===== src/design/tbp_pkg.sv =====
// shared types and constants for the tournament branch predictor
// no dependencies

package tbp_pkg;

   typedef enum logic [0:0] {
      KIND_PREDICT = 1'b0,
      KIND_UPDATE  = 1'b1
   } kind_type;

   typedef struct packed {
      logic        kind;
      logic [31:0] pc;
      logic        conditional;
      logic        taken;
   } request_type;

   localparam int PC_LOCAL_LSB  = 2;
   localparam int PC_GLOBAL_LSB = 12;

endpackage


===== src/design/tbp_front.sv =====
// front part: accepts requests into a two-entry queue
// depends on tbp_pkg

module tbp_front
   import tbp_pkg::*;
(
   input  logic        clock,
   input  logic        reset,
   input  logic        req_valid,
   output logic        req_stall,
   input  request_type req_data,
   output logic        q_valid,
   input  logic        q_pop,
   output request_type q_data
);

   request_type  buf_ff [2];
   request_type  buf_in [2];
   logic [1:0]   cnt_ff, cnt_in;
   logic         push;

   assign req_stall = (cnt_ff == 2'd2);
   assign push      = req_valid && !req_stall;
   assign q_valid   = (cnt_ff != 2'd0);
   assign q_data    = buf_ff[0];

   always_comb begin
      buf_in = buf_ff;
      cnt_in = cnt_ff;
      if (q_pop && q_valid) begin
         buf_in[0] = buf_ff[1];
         cnt_in    = cnt_in - 2'd1;
      end
      if (push) begin
         buf_in[cnt_in[0]] = req_data;
         cnt_in = cnt_in + 2'd1;
      end
   end

   always_ff @(posedge clock) begin
      buf_ff <= buf_in;
      if (reset) begin
         cnt_ff <= 2'd0;
      end else begin
         cnt_ff <= cnt_in;
      end
   end

endmodule


===== config.mk =====
export PLATFORM = sky130hd
export DESIGN_NAME = tbp_front
export DESIGN_NICKNAME = d
export VERILOG_FILES = /design/src/design/tbp_pkg.sv /design/src/design/tbp_front.sv
export SDC_FILE = /design/constraint.sdc
export NUM_CORES = 1
export LEC_CHECK = 0
export ABC_AREA = 1
export BUFFER_PORTS_ARGS = -buffer_cell sky130_fd_sc_hd__buf_2
export CAP_MARGIN = 20
export CORE_UTILIZATION = 30
export DETAILED_ROUTE_END_ITERATION = 16
export HOLD_SLACK_MARGIN = 0.15
export PLACE_DENSITY = 0.52
export SLEW_MARGIN = 20
export SYNTH_ARGS = -nofsm -noshare
export SYNTH_HDL_FRONTEND = slang
export SYNTH_SLANG_ARGS = --single-unit

===== constraint.sdc =====
create_clock -name clock -period 2.9 [get_ports clock]
set_input_delay 0.145 -clock clock [delete_from_list [all_inputs] [get_ports clock]]
set_output_delay 0.145 -clock clock [all_outputs]
set_load 0.01 [all_outputs]

==> results of run 1 <==
==> worst paths after layout <==
check                       startpoint           endpoint  slack [ns]
setup / recovery  cnt_ff[0]$_SDFF_PP0_           register        0.74
hold reg to reg               register  q_data[3]$_DFF_P_        0.52
hold / removal               req_valid  q_data[2]$_DFF_P_        0.25
setup reg to reg  cnt_ff[0]$_SDFF_PP0_           register        0.74
==> routing by layer <==
| metal | vias up | global-route usage, % | share of wire, % |
|---|---|---|---|
| li1 | 1259 | - | - |
| met1 | 1086 | 17.2 | 47 |
| met2 | 57 | 23.0 | 47 |
| met3 | 8 | 4.18 | 4.4 |
| met4 | 0 | 5.13 | 1.2 |
| met5 | - | 0 | 0 |
==> stage by stage <==
stage | std cells | total power, mW | hold WS [ns] | utilization [%] | instance area, um2
2_1_floorplan | 361 | 3.11 | 0.216 | - | 3170
3_3_place_gp | 525 | 3.28 | 0.335 | 32.8 | 3370
3_5_place_dp | 525 | 3.31 | 0.341 | 32.8 | 3370
4_1_cts | 577 | 4.07 | 0.240 | 38.0 | 3910
5_1_grt | 577 | 4.36 | 0.256 | 38.0 | 3910
6_report | 577 | 4.01 | 0.254 | 38.0 | 3910
==> cell type report <==
class | instances | area, um2
fill | 1096 | 6370
sequential | 72 | 1790
multi-input combinational | 229 | 972
timing repair buffer | 115 | 766
tap | 136 | 170
clock buffer | 9 | 124
clock inverter | 7 | 48.8
inverter | 9 | 33.8
==> critical path, stage by stage (launching register included) <==
cell     delay (ns)
dfxtp_1        0.33
inv_1          0.08
ha_1           0.24
nor2_4         0.33
ha_1           0.80
==> cells in the final DEF, fill, tap and decap left out <==
master / n
nand2_1: 180
buf_2: 75
nand3_1: 37
dfxtp_1: 37
dlygate4sd3_1: 36
edfxtp_1: 35
clkbuf_8: 9
inv_1: 7
clkinvlp_4: 4
buf_4: 4
nand2_4: 3
nor2_1: 3
ha_1: 3
nor2_4: 2
inv_2: 2
clkinv_2: 2
nand2_2: 1
clkinv_4: 1
==> kinds of logic (layout without fill, tap and decap cells) <==
group,Yosys count,after routing,share of synthesized area [%]
AND/OR/NAND/NOR,226,226,29.5
flip-flops,72,72,56.6
buffers and inverters,60,140,12.7
adder cells (fa/ha/maj),3,3,1.19
==> where the power goes <==
group | switching [mW] | total (mW) | internal [mW]
clock network | 0.402 | 0.710 | 0.308
registers | 0.145 | 1.63 | 1.48
logic | 1.07 | 1.67 | 0.597
total | 1.62 | 4.01 | 2.39
==> summary.md, run 1 <==
| Metric | Value |
|---|---|
| Rows | `37` |
| Clk sinks | `72` |
| Synthesis Warnings | `0` |
| R2R cell count | `4` |
| Fin. Hold Viols | `0` |
| ANT cells | `0` |
| EDFF count, synth | `35` |
| Syn nets | `403` |
| I/O Buffers | `75` |
| DR pass1 iterations | `4` |
| Cells after Synth | `361` |
| Setup bufs post-CTS | `0` |
| Setup CP Type | `reg2reg` |
| Total Routed Length | `7190 um` |
| Final WS setup | `0.737 ns` |
| Setup crit end kind | `register` |
| Post-Route Setup TNS | `0 ns` |
| WL per Instance | `12.5 um` |
| Count leader, synth | `nand2_1` |
| GR Util All Layers | `13.9%` |
| Lkg Pwr | `1.91 nW` |
| Top-area cell type share of the netlist area | `33.2%` |
| Post-DRT Antenna Nets | `0` |
| Skew final | `0.0139 ns` |
| Worst Hold Depth | `5` |
| Setup violators final | `0` |
| Worst Tran Pin Value | `0.864 ns` |
| Clk slew on worst S/H paths | `0.09 ns` |
| P&R area growth vs syn | `23.4%` |
| Final Cycle Share | `74.6%` |
| Cts hold-fix bufs | `36` |
| RSZ-0062 raised after global routing | `false` |
| Drt via density | `4.18` |
| Top achievable clock speed | `462 MHz` |
| Async SR Flop Fraction | `0%` |
| Pin count of the biggest net entering global routing | `37` |
| Crit path time final | `2.16 ns` |
| GPL Wtd Cong | `0.694` |
| Die X | `105 um` |
| Number of global-route vias before repair | `2339` |
| Nets@finish | `478` |
| Initial DRC count | `94` |
| WP data required | `2.86 ns` |
| Global-route wire length before repair | `11700 um` |
| Post-cts sizing count | `0` |
| WP data arrival | `2.12 ns` |
| CTS tree | `done` |
| Post-route DRC | `0` |
| Setup WS pre-CTS | `0.703 ns` |
| Die span in y | `105 um` |
| CP Launch Type | `register` |
| Post-synth top cells | `180 x nand2_1, 39 x buf_4, 37 x dfxtp_1, 37 x nand3_1, 35 x edfxtp_1` |
| Synth Cell Area | `3170 um2` |
| Slew margin rel. | `42.4%` |
| Worst min path class | `in2reg` |
| Post-DP HPWL | `4320 um` |
| IO Count | `76` |
| P per Cell Area | `1030 nW/um2` |
| Seq/Total Area, Yosys | `56.6%` |
| Max Cap Viol | `0` |
| Worst-Skew Late Latency | `0.35 ns` |
| Max Slew Vio Count | `0` |
| Via count | `2410` |
| Remaining global-route overflow | `0` |
| Die area | `11000 um2` |
| Share of cells above drive strength 1 | `23.4%` |
| Mapped Avg Cell Area | `8.77 um2` |
| Status | `finished, final reports clean` |
| H-Tree Depth | `3` |
| Yosys reg bits | `72` |
| Initial antenna violation count | `0` |
| Ranking of synthesized cells by area | `edfxtp_1 33%, dfxtp_1 23%, nand2_1 21%, buf_4 9.2%, nand3_1 5.8%` |
| Initial Utilization | `30.8%` |
| Worst-path fanout max | `18` |
| Ys flop type | `dfxtp_1` |
| Worst VDD drop | `404 uV` |
| Core area | `10300 um2` |
| Cts bufs inserted | `9` |
| Largest buffer count on any clock path | `2` |
| Netlist cell types | `15` |
| Clock root buffer | `clkbuf_8` |
| Synth area leader | `edfxtp_1` |
No activity file was read; power rests on OpenSTA's default activity.
==> run 2, diff against run 1 <==
--- a/config.mk
+++ b/config.mk
@@ -5,13 +5,13 @@
 export SDC_FILE = /design/constraint.sdc
 export NUM_CORES = 1
 export LEC_CHECK = 0
-export ABC_AREA = 1
+export ABC_AREA = 0
 export BUFFER_PORTS_ARGS = -buffer_cell sky130_fd_sc_hd__buf_2
 export CAP_MARGIN = 20
 export CORE_UTILIZATION = 30
 export DETAILED_ROUTE_END_ITERATION = 16
 export HOLD_SLACK_MARGIN = 0.15
-export PLACE_DENSITY = 0.52
+export PLACE_DENSITY = 0.51
 export SLEW_MARGIN = 20
 export SYNTH_ARGS = -nofsm -noshare
 export SYNTH_HDL_FRONTEND = slang
==> constraint.sdc (replaced) <==
create_clock -name clock -period 2.2 [get_ports clock]
set_input_delay 0.11 -clock clock [delete_from_list [all_inputs] [get_ports clock]]
set_output_delay 0.11 -clock clock [all_outputs]
set_load 0.01 [all_outputs]
==> run 2 against run 1 <==
Global-route usage fell by 3.3 points. First-iteration DRC count down 49%. Total power increased by 47%. Area after synthesis up 4.7%. Sequential share of layout area down 2.1 points. Final cell count fell by 25%. Setup slack worse by 0.51 ns. Cell area increased by 4.8%. Critical path depth increased by 3. Hold slack improved by 0.12 ns. Critical path type unchanged. Largest cell class unchanged.
==> summary.md, run 2 <==
| Metric | Value |
|---|---|
| Clk sinks | `72 (unchanged)` |
| Largest buffer count on any clock path | `2 (unchanged)` |
| WL per Instance | `13.0 um (+4.4%)` |
| EDFF count, synth | `35 (unchanged)` |
| Top achievable clock speed | `508 MHz (+9.8%)` |
| Total power | `5.88 mW (+47%)` |
| Post-route DRC | `0 (unchanged)` |
| WP data arrival | `2.20 ns (+0.08 ns)` |
| Mapped Avg Cell Area | `16.2 um2 (+85%)` |
| Die X | `107 um (+2.3%)` |
| Final Cell Area | `4100 um2 (+4.8%)` |
| Worst VDD drop | `651 uV (+61%)` |
| Worst Tran Pin Value | `0.443 ns (-0.421 ns)` |
| Initial antenna violation count | `0 (unchanged)` |
| Largest family of logic cells by synthesized area | `multiplexers` |
| Ranking of synthesized cells by area | `edfxtp_1 32%, mux2_4 26%, dfxtp_1 22%, buf_4 7.9%, mux2_2 4.1%` |
| Nets@finish | `332 (-31%)` |
| Max Slew Vio Count | `0 (unchanged)` |
| Total Routed Length | `5660 um (-21%)` |
| Syn nets | `246 (-39%)` |
| Rows | `38 (+2.7%)` |
| Worst-Skew Late Latency | `0.34 ns (about the same)` |
| RSZ-0062 raised after global routing | `false` |
| Post-DRT Antenna Nets | `0 (unchanged)` |
| FILL cells | `1044 (-4.7%)` |
| Number of global-route vias before repair | `1745 (-25%)` |
| Top-area cell type share of the netlist area | `31.7% (-1.5 points)` |
| DR pass1 iterations | `4 (unchanged)` |
| Post-synthesis adder-cell area fraction | `1.13% (-0.053 points)` |
| Lkg Pwr | `1.86 nW (-2.7%)` |
| Final Cycle Share | `89.5% (+15 points)` |
| Async SR Flop Fraction | `0% (unchanged)` |
| GPL Wtd Cong | `0.702 (+1.2%)` |
| Status | `finished, final reports clean` |
| ANT cells | `0 (unchanged)` |
| Post-Route Setup TNS | `0 ns (unchanged)` |
| Setup CP Type | `reg2reg` |
| Drt via density | `3.98 (-4.7%)` |
| Met2 usage | `15.7% (-7.3 points)` |
| Core area | `10800 um2 (+5.0%)` |
| Ys flop type | `dfxtp_1` |
| Routing usage on met1 | `13.5% (-3.7 points)` |
| Remaining global-route overflow | `0 (unchanged)` |
| Yosys reg bits | `72 (unchanged)` |
| Setup bufs post-CTS | `0 (unchanged)` |
| DP Area | `3560 um2 (+5.5%)` |
| Via count | `1731 (-28%)` |
| Mux cell area share after synthesis | `30.4% (+30 points)` |
| Die span in y | `107 um (+2.3%)` |
| Post-synth top cells | `58 x mux2_4, 37 x dfxtp_1, 35 x buf_4, 35 x edfxtp_1, 12 x mux2_2` |
| Netlist cell types | `20 (+5)` |
| Clk slew on worst S/H paths | `0.07 ns (-0.02 ns)` |
| CP Launch Type | `register` |
| Slew margin rel. | `70.5% (+28 points)` |
| Crit-path max cell delay | `0.39 ns (-0.41 ns)` |
| R2r setup slk | `0.23 ns (-0.51 ns)` |
| Die area | `11500 um2 (+4.6%)` |
| P per Cell Area | `1440 nW/um2 (+40%)` |
| Initial Utilization | `30.7% (-0.10 points)` |
| Max Cap Viol | `0 (unchanged)` |
| Fin. Hold Viols | `0 (unchanged)` |
| Seq/Total Area, Yosys | `54.1% (-2.5 points)` |
| IO Count | `76 (unchanged)` |
| Synthesis Warnings | `0 (unchanged)` |
| Setup crit end kind | `register` |
| CP max stage cell | `buf_4` |
| Synth Area in XOR/XNOR | `0.755% (+0.76 points)` |
| Synth Cell Area | `3310 um2 (+4.7%)` |
| Met3 global-route usage | `3.89% (-0.29 points)` |
| CTS tree | `done` |
| Compound-Gate Fraction of Synth Area | `0.378% (+0.38 points)` |
| Clock root buffer | `clkbuf_8` |
| Worst min path class | `in2reg` |
| Most common cell after layout, fill and taps aside | `buf_2` |
| Hold WS | `0.370 ns (+0.116 ns)` |
| Crit path time final | `1.97 ns (-0.194 ns)` |
| I/O Buffers | `75 (unchanged)` |
| H-Tree Depth | `3 (unchanged)` |
| Commonest non-fill, non-tap cells in the layout | `75 x buf_2, 58 x mux2_4, 37 x dfxtp_1` |
| Cts bufs inserted | `9 (unchanged)` |
| P&R area growth vs syn | `23.6%` |
| Count leader, synth | `mux2_4` |
| WP data required | `2.43 ns (-0.43 ns)` |
| Post-DP HPWL | `3700 um (-14%)` |
| Pin count of the biggest net entering global routing | `25 (-32%)` |
| Share of cells above drive strength 1 | `57.3% (+34 points)` |
| Skew final | `0.00521 ns (-0.00867 ns)` |
| Cells after Synth | `204 (-43%)` |
| Initial DRC count | `48 (-49%)` |
| Setup violators final | `0 (unchanged)` |
| Global-route wire length before repair | `8800 um (-25%)` |
| Worst-path fanout max | `24 (+6)` |
| GR Util All Layers | `10.7% (-3.3 points)` |
| Worst path cell trace | `inv_1 -> ha_1 -> nand2b_4 -> xnor2_2 -> nand2_2 -> buf_4 -> mux2_2` |
| Busiest grt layer | `met2` |
| Synth area leader | `edfxtp_1` |
| Post-synthesis simple-gate area fraction | `1.62% (-28 points)` |
[run 2: path summary, 6_finish.rpt]
kind,startpoint,to,cells past startpoint
hold / removal,req_valid,cnt_ff[1]$_SDFF_PP0_,5
hold reg to reg,register,q_data[27]$_DFF_P_,2
setup reg to reg,cnt_ff[0]$_SDFF_PP0_,q_data[15]$_DFF_P_,7
setup / recovery,cnt_ff[0]$_SDFF_PP0_,q_data[15]$_DFF_P_,7
[run 2: cells by family after synthesis]
group           after synthesis
mux                          70
fa+ha+maj                     3
simple gates                  8
compound gates                2
buf+inv                      47
xor+xnor                      2
flops                        72
[run 2: timing repair]
action / CTS / global route
hold buffers: 36 / 0
resized for setup: 0 / 0
hold endpoints to repair: 72 / 0
[run 2: worst max-delay path: cells and delay by family, from the launching register on]
| family | cells | cell delay, ns |
|---|---|---|
| buffers and inverters | 2 | 0.50 |
| muxes | 1 | 0.39 |
| DFF | 1 | 0.33 |
| adders and majority gates | 1 | 0.24 |
| and+or+nand+nor | 2 | 0.24 |
| xor gates and xnor gates | 1 | 0.15 |
[run 2: area by class of cell]
class / count / area (um2) / share of cell area, %
Clock buffer: 13 / 159 / 3.88
Clock inverter: 3 / 16.3 / 0.397
Inverter: 4 / 15.0 / 0.367
Multi-Input combinational cell: 85 / 1140 / 27.8
Sequential cell: 72 / 1790 / 43.8
Tap cell: 140 / 175 / 4.28
Timing Repair Buffer: 118 / 801 / 19.6
[run 2: report_power, final]
group | internal (mW) | switching, mW
sequential | 1.99 | 0.213
clock | 0.467 | 0.477
combinational | 1.68 | 1.06
total | 4.13 | 1.75
[run 2: per-layer routing]
metal  up-vias  wire length, um
li1        856                -
met1       821             2740
met2        48             2560
met3         6              269
met4         0               96
met5         -                0
[run 2: through the flow]
step / instances / utilization [%] / worst slack (ns)
finish: 435 / 37.9 / 0.231
floorplan: 204 / - / 0.0752
global placement: 383 / 33.0 / 0.269
CTS: 435 / 37.9 / 0.209
detailed placement: 383 / 33.0 / 0.223
global route: 435 / 37.9 / 0.0895
